`src/rtl/core/lzmd_pkg.sv`:
```
`default_nettype none
package lzmd_pkg;

	localparam int HISTORY_DEPTH_DEF = 256;
	localparam int BYTES_PER_RESULT  = 4;
	localparam int BYTE_W            = 8;
	localparam int LEN_W             = 32;
	localparam int CNT_W             = $clog2(BYTES_PER_RESULT + 1);
	localparam int IDX_W             = $clog2(BYTES_PER_RESULT);
	localparam int CFG_INDEX_W       = 1;
	localparam int CFG_DATA_W        = 32;

	// register indexes
	localparam logic [CFG_INDEX_W-1:0] CFG_MARKER = 1'd0;
	localparam logic [CFG_INDEX_W-1:0] CFG_OUTLEN = 1'd1;

	// token phases
	localparam logic [1:0] PH_LIT  = 2'd0;
	localparam logic [1:0] PH_DIST = 2'd1;
	localparam logic [1:0] PH_LEN  = 2'd2;

	// one byte (or an error mark) handed to the packer
	typedef struct packed {
		logic              valid;
		logic              err;
		logic              last;
		logic              limit_hit;
		logic [BYTE_W-1:0] data;
	} push_t;

	typedef struct packed {
		logic busy;
		logic room;
	} pack_status_t;

endpackage
`default_nettype wire

```
`src/rtl/core/lzmd_if.sv`:
```
`default_nettype none
interface lzmd_in_if;
	logic       valid;
	logic       ready;
	logic [7:0] in_byte;
	logic       stream_start;

	modport source(output valid, output in_byte, output stream_start, input ready);
	modport sink(input valid, input in_byte, input stream_start, output ready);
endinterface

interface lzmd_out_if;
	logic       valid;
	logic       ready;
	logic [7:0] byte_a;
	logic [7:0] byte_b;
	logic [7:0] byte_c;
	logic [7:0] byte_d;
	logic [2:0] byte_count;
	logic       run_last;
	logic       stream_done;
	logic       bad_reference;

	modport source(output valid, output byte_a, output byte_b, output byte_c,
		output byte_d, output byte_count, output run_last, output stream_done,
		output bad_reference, input ready);
	modport sink(input valid, input byte_a, input byte_b, input byte_c,
		input byte_d, input byte_count, input run_last, input stream_done,
		input bad_reference, output ready);
endinterface
`default_nettype wire

```
`src/rtl/core/lzmd_hist_ram.sv`:
```
`default_nettype none
module lzmd_hist_ram #(
	parameter int DEPTH = lzmd_pkg::HISTORY_DEPTH_DEF,
	localparam int AW = $clog2(DEPTH)
) (
	input  wire logic                      clk,
	input  wire logic                      we,
	input  wire logic [AW-1:0]             waddr,
	input  wire logic [lzmd_pkg::BYTE_W-1:0] wdata,
	input  wire logic                      re,
	input  wire logic [AW-1:0]             raddr,
	output logic      [lzmd_pkg::BYTE_W-1:0] rdata
);

	logic [lzmd_pkg::BYTE_W-1:0] mem [DEPTH];

	always_ff @(posedge clk) begin
		if (we) begin
			mem[waddr] <= wdata;
		end
	end

	// write-first: a distance-one copy reads the byte being written
	always_ff @(posedge clk) begin
		if (re) begin
			rdata <= (we && (waddr == raddr)) ? wdata : mem[raddr];
		end
	end

endmodule
`default_nettype wire

```
`src/rtl/core/lzmd_packer.sv`:
```
`default_nettype none
module lzmd_packer (
	input  wire logic                   clk,
	input  wire logic                   arst_n,
	input  wire lzmd_pkg::push_t        push,
	output lzmd_pkg::pack_status_t      status,
	output logic                        out_valid,
	input  wire logic                   out_ready,
	output logic [lzmd_pkg::BYTE_W-1:0] byte_a,
	output logic [lzmd_pkg::BYTE_W-1:0] byte_b,
	output logic [lzmd_pkg::BYTE_W-1:0] byte_c,
	output logic [lzmd_pkg::BYTE_W-1:0] byte_d,
	output logic [lzmd_pkg::CNT_W-1:0]  byte_count,
	output logic                        run_last,
	output logic                        stream_done,
	output logic                        bad_reference
);

	localparam int BPR = lzmd_pkg::BYTES_PER_RESULT;
	localparam int CW  = lzmd_pkg::CNT_W;
	localparam int IW  = lzmd_pkg::IDX_W;

	logic [lzmd_pkg::BYTE_W-1:0] bytes_q [BPR];
	logic [lzmd_pkg::BYTE_W-1:0] masked [BPR];
	logic [CW-1:0]               cnt_q;
	logic                        last_q;
	logic                        err_q;
	logic                        flush;
	logic [CW-1:0]               cnt_base;
	logic [CW-1:0]               cnt_next;
	logic                        add_byte;

	assign flush    = ((cnt_q == CW'(BPR)) || last_q) && (!out_valid || out_ready);
	assign cnt_base = flush ? '0 : cnt_q;
	assign add_byte = push.valid && !push.err;
	assign cnt_next = cnt_base + CW'(add_byte);

	assign status.busy = (cnt_q != '0) || last_q;
	assign status.room = cnt_next < CW'(BPR);

	always_comb begin
		for (int i = 0; i < BPR; i++) begin
			masked[i] = (CW'(i) < cnt_q) ? bytes_q[i] : '0;
		end
	end

	always_ff @(posedge clk) begin
		if (add_byte) begin
			bytes_q[cnt_base[IW-1:0]] <= push.data;
		end
	end

	always_ff @(posedge clk or negedge arst_n) begin
		if (!arst_n) begin
			cnt_q  <= '0;
			last_q <= 1'b0;
			err_q  <= 1'b0;
		end else begin
			cnt_q <= cnt_next;
			if (push.valid) begin
				last_q <= push.last;
				err_q  <= push.err;
			end else if (flush) begin
				last_q <= 1'b0;
				err_q  <= 1'b0;
			end
		end
	end

	always_ff @(posedge clk or negedge arst_n) begin
		if (!arst_n) begin
			out_valid <= 1'b0;
		end else if (flush) begin
			out_valid <= 1'b1;
		end else if (out_ready) begin
			out_valid <= 1'b0;
		end
	end

	always_ff @(posedge clk) begin
		if (flush) begin
			byte_a        <= masked[0];
			byte_b        <= masked[1];
			byte_c        <= masked[2];
			byte_d        <= masked[3];
			byte_count    <= cnt_q;
			run_last      <= last_q;
			stream_done   <= last_q && push.limit_hit;
			bad_reference <= err_q;
		end
	end

endmodule
`default_nettype wire

```
`src/rtl/core/lzmd_ctrl.sv`:
```
`default_nettype none
module lzmd_ctrl #(
	parameter int HISTORY_DEPTH = lzmd_pkg::HISTORY_DEPTH_DEF,
	localparam int AW = $clog2(HISTORY_DEPTH)
) (
	input  wire logic                            clk,
	input  wire logic                            arst_n,
	input  wire logic                            cfg_we,
	input  wire logic [lzmd_pkg::CFG_INDEX_W-1:0] cfg_index,
	input  wire logic [lzmd_pkg::CFG_DATA_W-1:0]  cfg_wdata,
	input  wire logic                            in_valid,
	output logic                                 in_ready,
	input  wire logic [lzmd_pkg::BYTE_W-1:0]     in_byte,
	input  wire logic                            stream_start,
	input  wire lzmd_pkg::pack_status_t          status,
	output lzmd_pkg::push_t                      push,
	output logic                                 ram_we,
	output logic [AW-1:0]                        ram_waddr,
	output logic [lzmd_pkg::BYTE_W-1:0]          ram_wdata,
	output logic                                 ram_re,
	output logic [AW-1:0]                        ram_raddr,
	input  wire logic [lzmd_pkg::BYTE_W-1:0]     ram_rdata
);

	localparam int BW = lzmd_pkg::BYTE_W;
	localparam int LW = lzmd_pkg::LEN_W;

	typedef enum logic [2:0] {
		ST_IDLE = 3'b001,
		ST_COPY = 3'b010,
		ST_ESC  = 3'b100
	} state_t;

	state_t        state_q;
	logic [BW-1:0] marker_q;
	logic [LW-1:0] outlen_q;
	logic [1:0]    phase_q;
	logic [BW-1:0] held_q;
	logic [LW-1:0] produced_q;
	logic [AW-1:0] wp_q;
	logic [AW-1:0] rd_addr_q;
	logic [BW-1:0] remain_q;
	logic [BW-1:0] esc_q;
	logic          rd_valid_s1;
	logic          rd_last_s1;

	logic          accept;
	logic [1:0]    phase_e;
	logic [LW-1:0] prod_e;
	logic          done_e;
	logic [LW-1:0] room_left;
	logic [BW-1:0] eff_dist;
	logic          bad_ref;
	logic [BW-1:0] copy_n;

	assign in_ready = (state_q == ST_IDLE) && !status.busy && !rd_valid_s1;
	assign accept   = in_valid && in_ready;

	always_comb begin
		phase_e   = stream_start ? lzmd_pkg::PH_LIT : phase_q;
		prod_e    = stream_start ? '0 : produced_q;
		done_e    = prod_e >= outlen_q;
		room_left = outlen_q - prod_e;
		// distances above the marker skip the marker value
		eff_dist  = held_q - BW'(held_q > marker_q);
		bad_ref   = (eff_dist == '0) || (LW'(eff_dist) > prod_e)
			|| (LW'(eff_dist) >= LW'(HISTORY_DEPTH));
		copy_n    = (LW'(in_byte) > room_left) ? room_left[BW-1:0] : in_byte;
	end

	always_comb begin
		push           = '0;
		push.limit_hit = produced_q >= outlen_q;
		if (rd_valid_s1) begin
			push.valid = 1'b1;
			push.data  = ram_rdata;
			push.last  = rd_last_s1;
		end else if (state_q == ST_ESC) begin
			push.valid = 1'b1;
			push.data  = esc_q;
			push.last  = 1'b1;
		end else if (accept && !done_e) begin
			case (phase_e)
				lzmd_pkg::PH_DIST: begin
				end
				lzmd_pkg::PH_LEN: begin
					if (held_q == marker_q) begin
						push.valid = 1'b1;
						push.data  = marker_q;
						push.last  = (in_byte == marker_q) || (room_left == LW'(1));
					end else if (bad_ref) begin
						push.valid = 1'b1;
						push.err   = 1'b1;
						push.last  = 1'b1;
					end
				end
				default: begin
					if (in_byte != marker_q) begin
						push.valid = 1'b1;
						push.data  = in_byte;
						push.last  = 1'b1;
					end
				end
			endcase
		end
	end

	assign ram_we    = push.valid && !push.err;
	assign ram_waddr = wp_q;
	assign ram_wdata = push.data;
	assign ram_re    = (state_q == ST_COPY) && status.room;
	assign ram_raddr = rd_addr_q;

	always_ff @(posedge clk or negedge arst_n) begin
		if (!arst_n) begin
			marker_q <= '0;
			outlen_q <= '0;
		end else if (cfg_we) begin
			case (cfg_index)
				lzmd_pkg::CFG_MARKER: marker_q <= cfg_wdata[BW-1:0];
				lzmd_pkg::CFG_OUTLEN: outlen_q <= cfg_wdata[LW-1:0];
				default: begin
				end
			endcase
		end
	end

	always_ff @(posedge clk or negedge arst_n) begin
		if (!arst_n) begin
			rd_valid_s1 <= 1'b0;
			rd_last_s1  <= 1'b0;
			wp_q        <= '0;
			produced_q  <= '0;
		end else begin
			rd_valid_s1 <= ram_re;
			rd_last_s1  <= remain_q == BW'(1);
			if (ram_we) begin
				wp_q <= wp_q + AW'(1);
			end
			produced_q <= (accept ? prod_e : produced_q) + LW'(ram_we);
		end
	end

	always_ff @(posedge clk or negedge arst_n) begin
		if (!arst_n) begin
			state_q   <= ST_IDLE;
			phase_q   <= lzmd_pkg::PH_LIT;
			held_q    <= '0;
			esc_q     <= '0;
			remain_q  <= '0;
			rd_addr_q <= '0;
		end else begin
			case (state_q)
				ST_IDLE: begin
					if (accept) begin
						phase_q <= phase_e;
						if (!done_e) begin
							case (phase_e)
								lzmd_pkg::PH_DIST: begin
									held_q  <= in_byte;
									phase_q <= lzmd_pkg::PH_LEN;
								end
								lzmd_pkg::PH_LEN: begin
									phase_q <= lzmd_pkg::PH_LIT;
									if (held_q == marker_q) begin
										// escaped marker; a second marker opens a new token
										if (in_byte == marker_q) begin
											phase_q <= lzmd_pkg::PH_DIST;
										end else if (room_left > LW'(1)) begin
											esc_q   <= in_byte;
											state_q <= ST_ESC;
										end
									end else if (!bad_ref && (copy_n != '0)) begin
										remain_q  <= copy_n;
										rd_addr_q <= wp_q - AW'(eff_dist);
										state_q   <= ST_COPY;
									end
								end
								default: begin
									phase_q <= (in_byte == marker_q) ? lzmd_pkg::PH_DIST
										: lzmd_pkg::PH_LIT;
								end
							endcase
						end
					end
				end
				ST_COPY: begin
					if (ram_re) begin
						rd_addr_q <= rd_addr_q + AW'(1);
						remain_q  <= remain_q - BW'(1);
						if (remain_q == BW'(1)) begin
							state_q <= ST_IDLE;
						end
					end
				end
				ST_ESC: begin
					state_q <= ST_IDLE;
				end
				default: begin
					state_q <= ST_IDLE;
				end
			endcase
		end
	end

endmodule
`default_nettype wire

```
`src/rtl/core/lz_marker_byte_decompressor.sv`:
```
// Marker-byte LZ decompressor: one compressed byte per input transaction, up to four
// decompressed bytes per output transaction, the last of a byte's transactions flagged
// run_last. A literal byte is accepted, then handed off from the packing register to the
// output register; marker and distance bytes are only accepted. A back-reference copy of
// n bytes takes a setup step and then a run set by the single read port of the history
// RAM (one byte per cycle while the packing register has room, registered read), by the
// four-byte packing register draining into the output register, and by the final
// hand-off. The history needs no clearing pass after reset. The user must write
// configuration only while no transaction is in progress; the block does not enforce it.
`default_nettype none
module lz_marker_byte_decompressor #(
	parameter int HISTORY_DEPTH = lzmd_pkg::HISTORY_DEPTH_DEF
) (
	input  wire logic                             clk,
	input  wire logic                             arst_n,
	input  wire logic                             cfg_we,
	input  wire logic [lzmd_pkg::CFG_INDEX_W-1:0] cfg_index,
	input  wire logic [lzmd_pkg::CFG_DATA_W-1:0]  cfg_wdata,
	lzmd_in_if.sink                               in_ch,
	lzmd_out_if.source                            out_ch
);

	localparam int AW = $clog2(HISTORY_DEPTH);

	lzmd_pkg::push_t               push;
	lzmd_pkg::pack_status_t        status;
	logic                          ram_we;
	logic [AW-1:0]                 ram_waddr;
	logic [lzmd_pkg::BYTE_W-1:0]   ram_wdata;
	logic                          ram_re;
	logic [AW-1:0]                 ram_raddr;
	logic [lzmd_pkg::BYTE_W-1:0]   ram_rdata;

	lzmd_ctrl #(
		.HISTORY_DEPTH(HISTORY_DEPTH)
	) u_ctrl (
		.clk          (clk),
		.arst_n       (arst_n),
		.cfg_we       (cfg_we),
		.cfg_index    (cfg_index),
		.cfg_wdata    (cfg_wdata),
		.in_valid     (in_ch.valid),
		.in_ready     (in_ch.ready),
		.in_byte      (in_ch.in_byte),
		.stream_start (in_ch.stream_start),
		.status       (status),
		.push         (push),
		.ram_we       (ram_we),
		.ram_waddr    (ram_waddr),
		.ram_wdata    (ram_wdata),
		.ram_re       (ram_re),
		.ram_raddr    (ram_raddr),
		.ram_rdata    (ram_rdata)
	);

	lzmd_hist_ram #(
		.DEPTH(HISTORY_DEPTH)
	) u_hist_ram (
		.clk   (clk),
		.we    (ram_we),
		.waddr (ram_waddr),
		.wdata (ram_wdata),
		.re    (ram_re),
		.raddr (ram_raddr),
		.rdata (ram_rdata)
	);

	lzmd_packer u_packer (
		.clk           (clk),
		.arst_n        (arst_n),
		.push          (push),
		.status        (status),
		.out_valid     (out_ch.valid),
		.out_ready     (out_ch.ready),
		.byte_a        (out_ch.byte_a),
		.byte_b        (out_ch.byte_b),
		.byte_c        (out_ch.byte_c),
		.byte_d        (out_ch.byte_d),
		.byte_count    (out_ch.byte_count),
		.run_last      (out_ch.run_last),
		.stream_done   (out_ch.stream_done),
		.bad_reference (out_ch.bad_reference)
	);

endmodule
`default_nettype wire

```
`src/flat_wrapper.sv`:
```
// flat-port wrapper written by rule: the top's interface ports become plain ports
module lz_marker_byte_decompressor_flat 
#(
	parameter int HISTORY_DEPTH = lzmd_pkg::HISTORY_DEPTH_DEF
)
  (clk, arst_n, cfg_we, cfg_index, cfg_wdata, in_ch_valid, in_ch_in_byte, in_ch_stream_start, in_ch_ready, out_ch_valid, out_ch_byte_a, out_ch_byte_b, out_ch_byte_c, out_ch_byte_d, out_ch_byte_count, out_ch_run_last, out_ch_stream_done, out_ch_bad_reference, out_ch_ready);
  lzmd_in_if in_ch_i ();
  lzmd_out_if out_ch_i ();
  input  wire logic clk;
  input  wire logic arst_n;
  input  wire logic cfg_we;
  input  wire logic [lzmd_pkg::CFG_INDEX_W-1:0] cfg_index;
  input  wire logic [lzmd_pkg::CFG_DATA_W-1:0] cfg_wdata;
  input wire logic [$bits(in_ch_i.valid)-1:0] in_ch_valid;
  input wire logic [$bits(in_ch_i.in_byte)-1:0] in_ch_in_byte;
  input wire logic [$bits(in_ch_i.stream_start)-1:0] in_ch_stream_start;
  output wire logic [$bits(in_ch_i.ready)-1:0] in_ch_ready;
  output wire logic [$bits(out_ch_i.valid)-1:0] out_ch_valid;
  output wire logic [$bits(out_ch_i.byte_a)-1:0] out_ch_byte_a;
  output wire logic [$bits(out_ch_i.byte_b)-1:0] out_ch_byte_b;
  output wire logic [$bits(out_ch_i.byte_c)-1:0] out_ch_byte_c;
  output wire logic [$bits(out_ch_i.byte_d)-1:0] out_ch_byte_d;
  output wire logic [$bits(out_ch_i.byte_count)-1:0] out_ch_byte_count;
  output wire logic [$bits(out_ch_i.run_last)-1:0] out_ch_run_last;
  output wire logic [$bits(out_ch_i.stream_done)-1:0] out_ch_stream_done;
  output wire logic [$bits(out_ch_i.bad_reference)-1:0] out_ch_bad_reference;
  input wire logic [$bits(out_ch_i.ready)-1:0] out_ch_ready;
  assign in_ch_i.valid = in_ch_valid;
  assign in_ch_i.in_byte = in_ch_in_byte;
  assign in_ch_i.stream_start = in_ch_stream_start;
  assign in_ch_ready = in_ch_i.ready;
  assign out_ch_valid = out_ch_i.valid;
  assign out_ch_byte_a = out_ch_i.byte_a;
  assign out_ch_byte_b = out_ch_i.byte_b;
  assign out_ch_byte_c = out_ch_i.byte_c;
  assign out_ch_byte_d = out_ch_i.byte_d;
  assign out_ch_byte_count = out_ch_i.byte_count;
  assign out_ch_run_last = out_ch_i.run_last;
  assign out_ch_stream_done = out_ch_i.stream_done;
  assign out_ch_bad_reference = out_ch_i.bad_reference;
  assign out_ch_i.ready = out_ch_ready;
  lz_marker_byte_decompressor #(.HISTORY_DEPTH(HISTORY_DEPTH)) u_core (.clk(clk), .arst_n(arst_n), .cfg_we(cfg_we), .cfg_index(cfg_index), .cfg_wdata(cfg_wdata), .in_ch(in_ch_i), .out_ch(out_ch_i));
endmodule
```
`config.mk`:
```
export PLATFORM = sky130hd
export DESIGN_NAME = lz_marker_byte_decompressor_flat
export DESIGN_NICKNAME = d
export VERILOG_FILES = /design/src/rtl/core/lzmd_pkg.sv /design/src/rtl/core/lzmd_if.sv /design/src/rtl/core/lzmd_hist_ram.sv /design/src/rtl/core/lzmd_packer.sv /design/src/rtl/core/lzmd_ctrl.sv /design/src/rtl/core/lz_marker_byte_decompressor.sv /design/src/flat_wrapper.sv
export SDC_FILE = /design/constraint.sdc
export NUM_CORES = 2
export LEC_CHECK = 0
export ABC_AREA = 1
export BUFFER_PORTS_ARGS = -buffer_cell sky130_fd_sc_hd__buf_2
export CORE_ASPECT_RATIO = 1.4
export CORE_MARGIN = 1
export CORE_UTILIZATION = 25
export CTS_BUF_LIST = sky130_fd_sc_hd__clkbuf_8
export DETAILED_ROUTE_END_ITERATION = 12
export SLEW_MARGIN = 15
export SYNTH_ARGS = -nofsm -noshare
export SYNTH_HDL_FRONTEND = slang
export SYNTH_SLANG_ARGS = --single-unit
```
`constraint.sdc`:
```
create_clock -name clk -period 14.3 [get_ports clk]
set_input_delay 1.43 -clock clk [delete_from_list [all_inputs] [get_ports clk]]
set_output_delay 1.43 -clock clk [all_outputs]
set_load 0.05 [all_outputs]
```
# Yosys cells after proc, flatten, opt, wreduce, memory -nomap -nowiden
# Memories as Yosys holds them, arrays and structs flattened. A register that Yosys moved wholly into a read port is not among the register bits.
# Cells that the tools add are included.
# op_classes
addsub	8
magnitude_cmp	11
eq_ne	21
muxes	61
n_bitwise	3
reduce_logical	37
# op_table
operator	n
$mux 8	18
$ge 32x32->1	2
$gt 8x32->1	2
$mux 32	2
$pmux 8 s2	3
$mux 3	12
$add 32x1->32	1
$eq 32x1->1 const B	1
$gt 32x1->1 const B	1
$sub 32x32->32	1
$mux 1	20
$add 8x1->8 const B	2
$eq 8x8->1	2
$reduce_and 7->1	2
$logic_not 1->1	10
$logic_and 1x1->1	9
$eq 8x1->1 const B	1
$gt 8x8->1	1
$logic_not 8->1	1
$ne 2x2->1 const B	4
$ne 8x8->1	1
$reduce_and 8->1	1
$reduce_bool 8->1	1
$sub 8x1->8	1
25 further kinds	42
# totals
register_bits	131
mem_bits_rw	2080
in_bits	47
out_inout_bits	40
word_cells	163
memories	2
# mem_list
memory	words	word_bits	rd	rd_clocked_by_memory_dff	wr	line	source
u_core.u_hist_ram.mem	256	8	1	1	1	lzmd_hist_ram.sv:15	logic [lzmd_pkg::BYTE_W-1:0] mem [DEPTH];
u_core.u_packer.bytes_q	4	8	4	4	1	lzmd_packer.sv:23	logic [lzmd_pkg::BYTE_W-1:0] bytes_q [BPR];

# Logic depth before layout (Yosys ltp)
# logic_depth
word_depth	17
depth_mapped	41
depth_no_buf	39

# Cells and area by module
# Synthesis repeated with hierarchy kept, for this count alone.
# hier_totals
cells_unflattened	8910
area_unflattened_um2	97279.5
# by_module_without_submodules
mod	n_inst	cells_each	area_per_inst_um2	seq_area_each_um2
lzmd_hist_ram	1	7047	83547.6	61739.2
lzmd_ctrl	1	1680	11008.1	2979.1
lzmd_packer	1	183	2723.9	2252.2

# Least setup slack after synthesis
# Ideal clock, no wire load.
# synth_timing
kind	input to register
start	in in_ch_stream_start
end	mem u_core.u_hist_ram.mem[0][1] (netlist name), data pin
setup_ps	2228
arrival_time_ps	13506
t_required_ps	12072
setup_slack_ps	-1434
stages	16
cell_sequence	inv_2 -> clkbuf_1 -> nand2_1 -> ha_1 -> nand2_1 -> nor2_2 -> nand2_1 -> nor2_1 -> nand2_1 -> nand3_2 -> nand3_2 -> a41oi_4 -> nand2_2 -> nor3_1 -> a21oi_1 -> o21ai_0
# synth_lines
item	line	source
start: declaration	flat_wrapper.sv:16	input wire logic [$bits(in_ch_i.stream_start)-1:0] in_ch_stream_start;
end: declaration	lzmd_hist_ram.sv:15	

# Worst setup path in the final report
# layout_timing
start	reg u_core.u_ctrl.marker_q[7]
end	reg u_core.u_ctrl.produced_q[28]
# layout_via
elab_chain_cells	13
# layout_rtl
item	line	source
start: declaration	lzmd_ctrl.sv:35	logic [BW-1:0] marker_q;
start signal: assignment	lzmd_ctrl.sv:120	lzmd_pkg::CFG_MARKER: marker_q <= cfg_wdata[BW-1:0];
parallel branches: the longest is 7 deep, another holds $gt 8x32->1	-	
$mux 3 (*)	lzmd_ctrl.sv:82	end else if (accept && !done_e) begin
$mux 1	lzmd_ctrl.sv:78	end else if (state_q == ST_ESC) begin
$mux 1	lzmd_ctrl.sv:74	if (rd_valid_s1) begin
$logic_not 1->1	lzmd_ctrl.sv:108	assign ram_we = push.valid && !push.err;
$logic_and 1x1->1 (*)	lzmd_ctrl.sv:108	
$add 32x1->32 (*)	lzmd_ctrl.sv:140	produced_q <= (accept ? prod_e : produced_q) + LW'(ram_we);
end signal: assignment	lzmd_ctrl.sv:140	
end: declaration	lzmd_ctrl.sv:39	logic [LW-1:0] produced_q;
# Every way passes the cells marked *.
# A chain may end at the register's enable or synchronous reset.

==> flow_summary.toml <==
[floorplanning]
rows = 266
core_area_um2 = 375400
start_util_pct = 25.17
dieArea_um2 = 380500
die_x_um = 521.6
die_h_um = 729.4
ioPinCount = 87

[cts]
postCtsSetupRepairBufs = 0
clk_pin_slew_ns = 0.06
tritoncts = "yes"
ctsHoldBuffers = 0
htree_num_levels = 5
cts_resized = 0
cts-root-buf = "clkbuf_8"
worstSkewPairLatency_ns = 0.97
cts.sinks = 2251
cts_buffers = 326
cts_buffer_depth = 4

[logic_synthesis]
synth_fp_nets = 8098
ys_seq_elements = 2251
synthDistinctLibCells = 60
synthArstFlopShare_pct = 5.553
yosys.area.top_type = "edfxtp_1"
synth_area_leaders = "edfxtp_1 68%, nor2_1 6.0%, o21ai_0 5.9%, dfrtp_1 3.3%, nand2_1 3.2%"
yosysWarnings = 0
syn_inst = 7940
synth_top_cell_area_share_pct = 67.56
synth_edf_count = 2126
synth_area_um2 = 94490
syn_avg_cell_area_um2 = 11.90
yosysSeqAreaShare_pct = 70.88
synthFlopType = "edfxtp_1"

[setup_path]
cp.arrival_ns = 7.16
cp.required_ns = 15.10
path_common_cell = "nand2_1"
path_class = "reg -> reg"
critPathCaptureType = "flop"
cp_max_fo = 29
crit_path_max_incr_delay_ns = 0.44
slowest_stage = "dfrtp_1"
startpoint_type = "flop"

[placed_design]
place_congestion = 0.9460
place_area_um2 = 100300
io_buffers = 86
dp_cells = 12590
hpwl_um = 172100

[timing]
worst_slew_margin_rel_pct = 19.49
hold_viol = 0
tns_ns = 0
rsz0062_at_grt = "no"
setup_violations = 0
worst_pin_slew_ns = 1.203
finalMaxSlewViolations = 0
timing.final.crit_share_pct = 44.45
period_needed_ns = 6.356
finClkSkew_ns = 0.07224
max_freq_ghz = 0.1573

[cells_and_area]
layout_common_cells = "2126 x edfxtp_1, 1496 x nor2_1, 1103 x o21ai_0"
seqCellArea_um2 = 66990
layout_commonest_cell = "edfxtp_1"
fin_nets = 8114
finalCoreUtilization_pct = 28.35
fin_cells = 13160
multiInputGateArea_um2 = 24430
area_growth_syn_to_layout_pct = 12.64
n_fill_cell = 38580
drive_above_1_share_pct = 8.147
final_area_um2 = 106400

[status]
status = "complete, no violations"

[global_route]
grt-busiest-layer = "met2"
grtUsageMet3_pct = 2.463
grt_pass1_wl_um = 422700
track_usage_pct = 14.77
antenna_found_initial = 7
grt_pass1_vias = 63060
grt_overflow_total = 0
met1_usage_pct = 17.05
use_met2_pct = 25.59
grt_start_max_net_pins = 191

[pwr]
cellInternalPower_mw = 12.19
p_leak_nw = 35.86
pwr-share-comb_pct = 34.1
sw_frac_of_total_pct = 39.61
switchingPower_mw = 7.999
pwr_density_cell_nw_per_um2 = 189.7
p_clk_share_pct = 25.0
power.share.sequential_pct = 40.8
ir_drop_mv = 0.1548

[route]
route.vias.total = 64570
via_per_inst = 4.906
drc = 0
drt-initial-drc-count = 6796
drt-pass1-iter-count = 8
post_drt_wl_per_cell_um = 22.18
drt_wl_total_um = 291900
postRouteAntennaNets = 0

[job]
drv_cap = 0

[worst_hold_path]
hp-class = "in -> async"
[metrics by stage]
stage | hold WS, ns | total power [mW] | setup WS, ns
2_1_floorplan | 0.4252 | 12.66 | 2.301
3_3_place_gp | 0.4740 | 15.21 | 7.293
3_5_place_dp | 0.4818 | 15.22 | 7.215
4_1_cts | 0.4338 | 20.23 | 7.862
5_1_grt | 0.4933 | 21.01 | 7.275
6_report | 0.4720 | 20.19 | 7.944
[power groups by stage]
stage	sequential, mW	combinational, mW	clock (mW)
floorplan	8.71	3.95	0
global placement	8.38	6.83	0
detailed placement	8.38	6.84	0
CTS	8.24	6.86	5.13
global route	8.25	7.38	5.37
finish	8.25	6.90	5.05
[final timing paths]
check                                                              end  depth (start not counted)                                  start  slack (ns)
worst max register to register  u_core.u_ctrl.produced_q[28]$_DFF_PN0_                         36  u_core.u_ctrl.marker_q[7]$_DFFE_PN0P_        7.94
max in group asynchronous       u_core.u_ctrl.ram_raddr[0]$_DFFE_PN0P_                          2                                 arst_n       12.44
worst min-delay path            u_core.u_ctrl.outlen_q[29]$_DFFE_PN0P_                          1                                 arst_n        0.47
worst min register to register      u_core.u_ctrl.rd_last_s1$_DFF_PN0_                          1  u_core.u_ctrl.remain_q[7]$_DFFE_PN0P_        0.49
worst max-delay path            u_core.u_ctrl.produced_q[28]$_DFF_PN0_                         36  u_core.u_ctrl.marker_q[7]$_DFFE_PN0P_        7.94
min in group clk                    u_core.u_ctrl.rd_last_s1$_DFF_PN0_                          1  u_core.u_ctrl.remain_q[7]$_DFFE_PN0P_        0.49
[sequential cells by signal, summed over array words and instances (netlist names), 32 cells and up]
name	flops
u_core.u_hist_ram.mem	2048
u_core.u_ctrl.produced_q	32
u_core.u_ctrl.outlen_q	32
u_core.u_packer.bytes_q	32
[critical path, delay by kind of cell, from the launching register on]
family          cells  cell delay [ns]
xor+xnor            2             0.40
buf+inv             4             0.59
flops               1             0.44
compound gates      3             0.58
fa+ha+maj           6             1.50
simple gates       21             2.69
[metal layers]
layer,wire [um],vias up,share of wire (%)
li1,-,28920,-
met1,108100,31900,37
met2,143800,2967,49
met3,21520,781,7.4
met4,18490,4,6.3
met5,28,-,0.0096
[synthesized netlist by cell type, types with 4 or more instances]
library cell  count
a211oi_1          5
a21oi_1         158
a221oi_1          9
a31oi_1          22
a32o_1            4
and2_1           10
buf_1            18
buf_2            25
buf_6             5
clkbuf_1        446
clkinv_1          6
dfrtp_1         124
edfxtp_1       2126
ha_1            109
inv_1           334
inv_2             4
mux2i_1           8
nand2_1         814
nand2_2           7
nand2_4           7
nand3_1         269
nand3b_1          6
nand4_1          86
nor2_1         1499
nor2_2            5
nor2_4            5
nor3_1           24
nor4_1           16
o211ai_1         63
o21ai_0        1106
o221ai_1        198
o22ai_1         316
o31ai_1           8
xnor2_1          15
xor2_1           43
[area by class of cell]
| cell class | count | area share, % |
|---|---|---|
| multi-input combinational | 4848 | 22.95 |
| tap | 4958 | 5.828 |
| inverter | 345 | 1.247 |
| clock inverter | 234 | 1.415 |
| antenna | 5 | 0.01176 |
| clock buffer | 337 | 4.358 |
| timing repair buffer | 184 | 1.254 |
| sequential | 2251 | 62.93 |
[cells by family (layout without fill, tap and decap cells)]
| group | after synthesis | in the layout | synth area share (%) |
|---|---|---|---|
| other | 0 | 5 | 0 |
| AOI/OAI and AO/OA | 1908 | 1908 | 11.69 |
| buffers and inverters | 841 | 1100 | 3.427 |
| xor gates and xnor gates | 58 | 58 | 0.5376 |
| adders and majority gates | 111 | 111 | 1.486 |
| muxes | 8 | 8 | 0.08475 |
| and+or+nand+nor | 2763 | 2763 | 11.90 |
| DFF | 2251 | 2251 | 70.88 |
(Power assumes the default switching activity.)
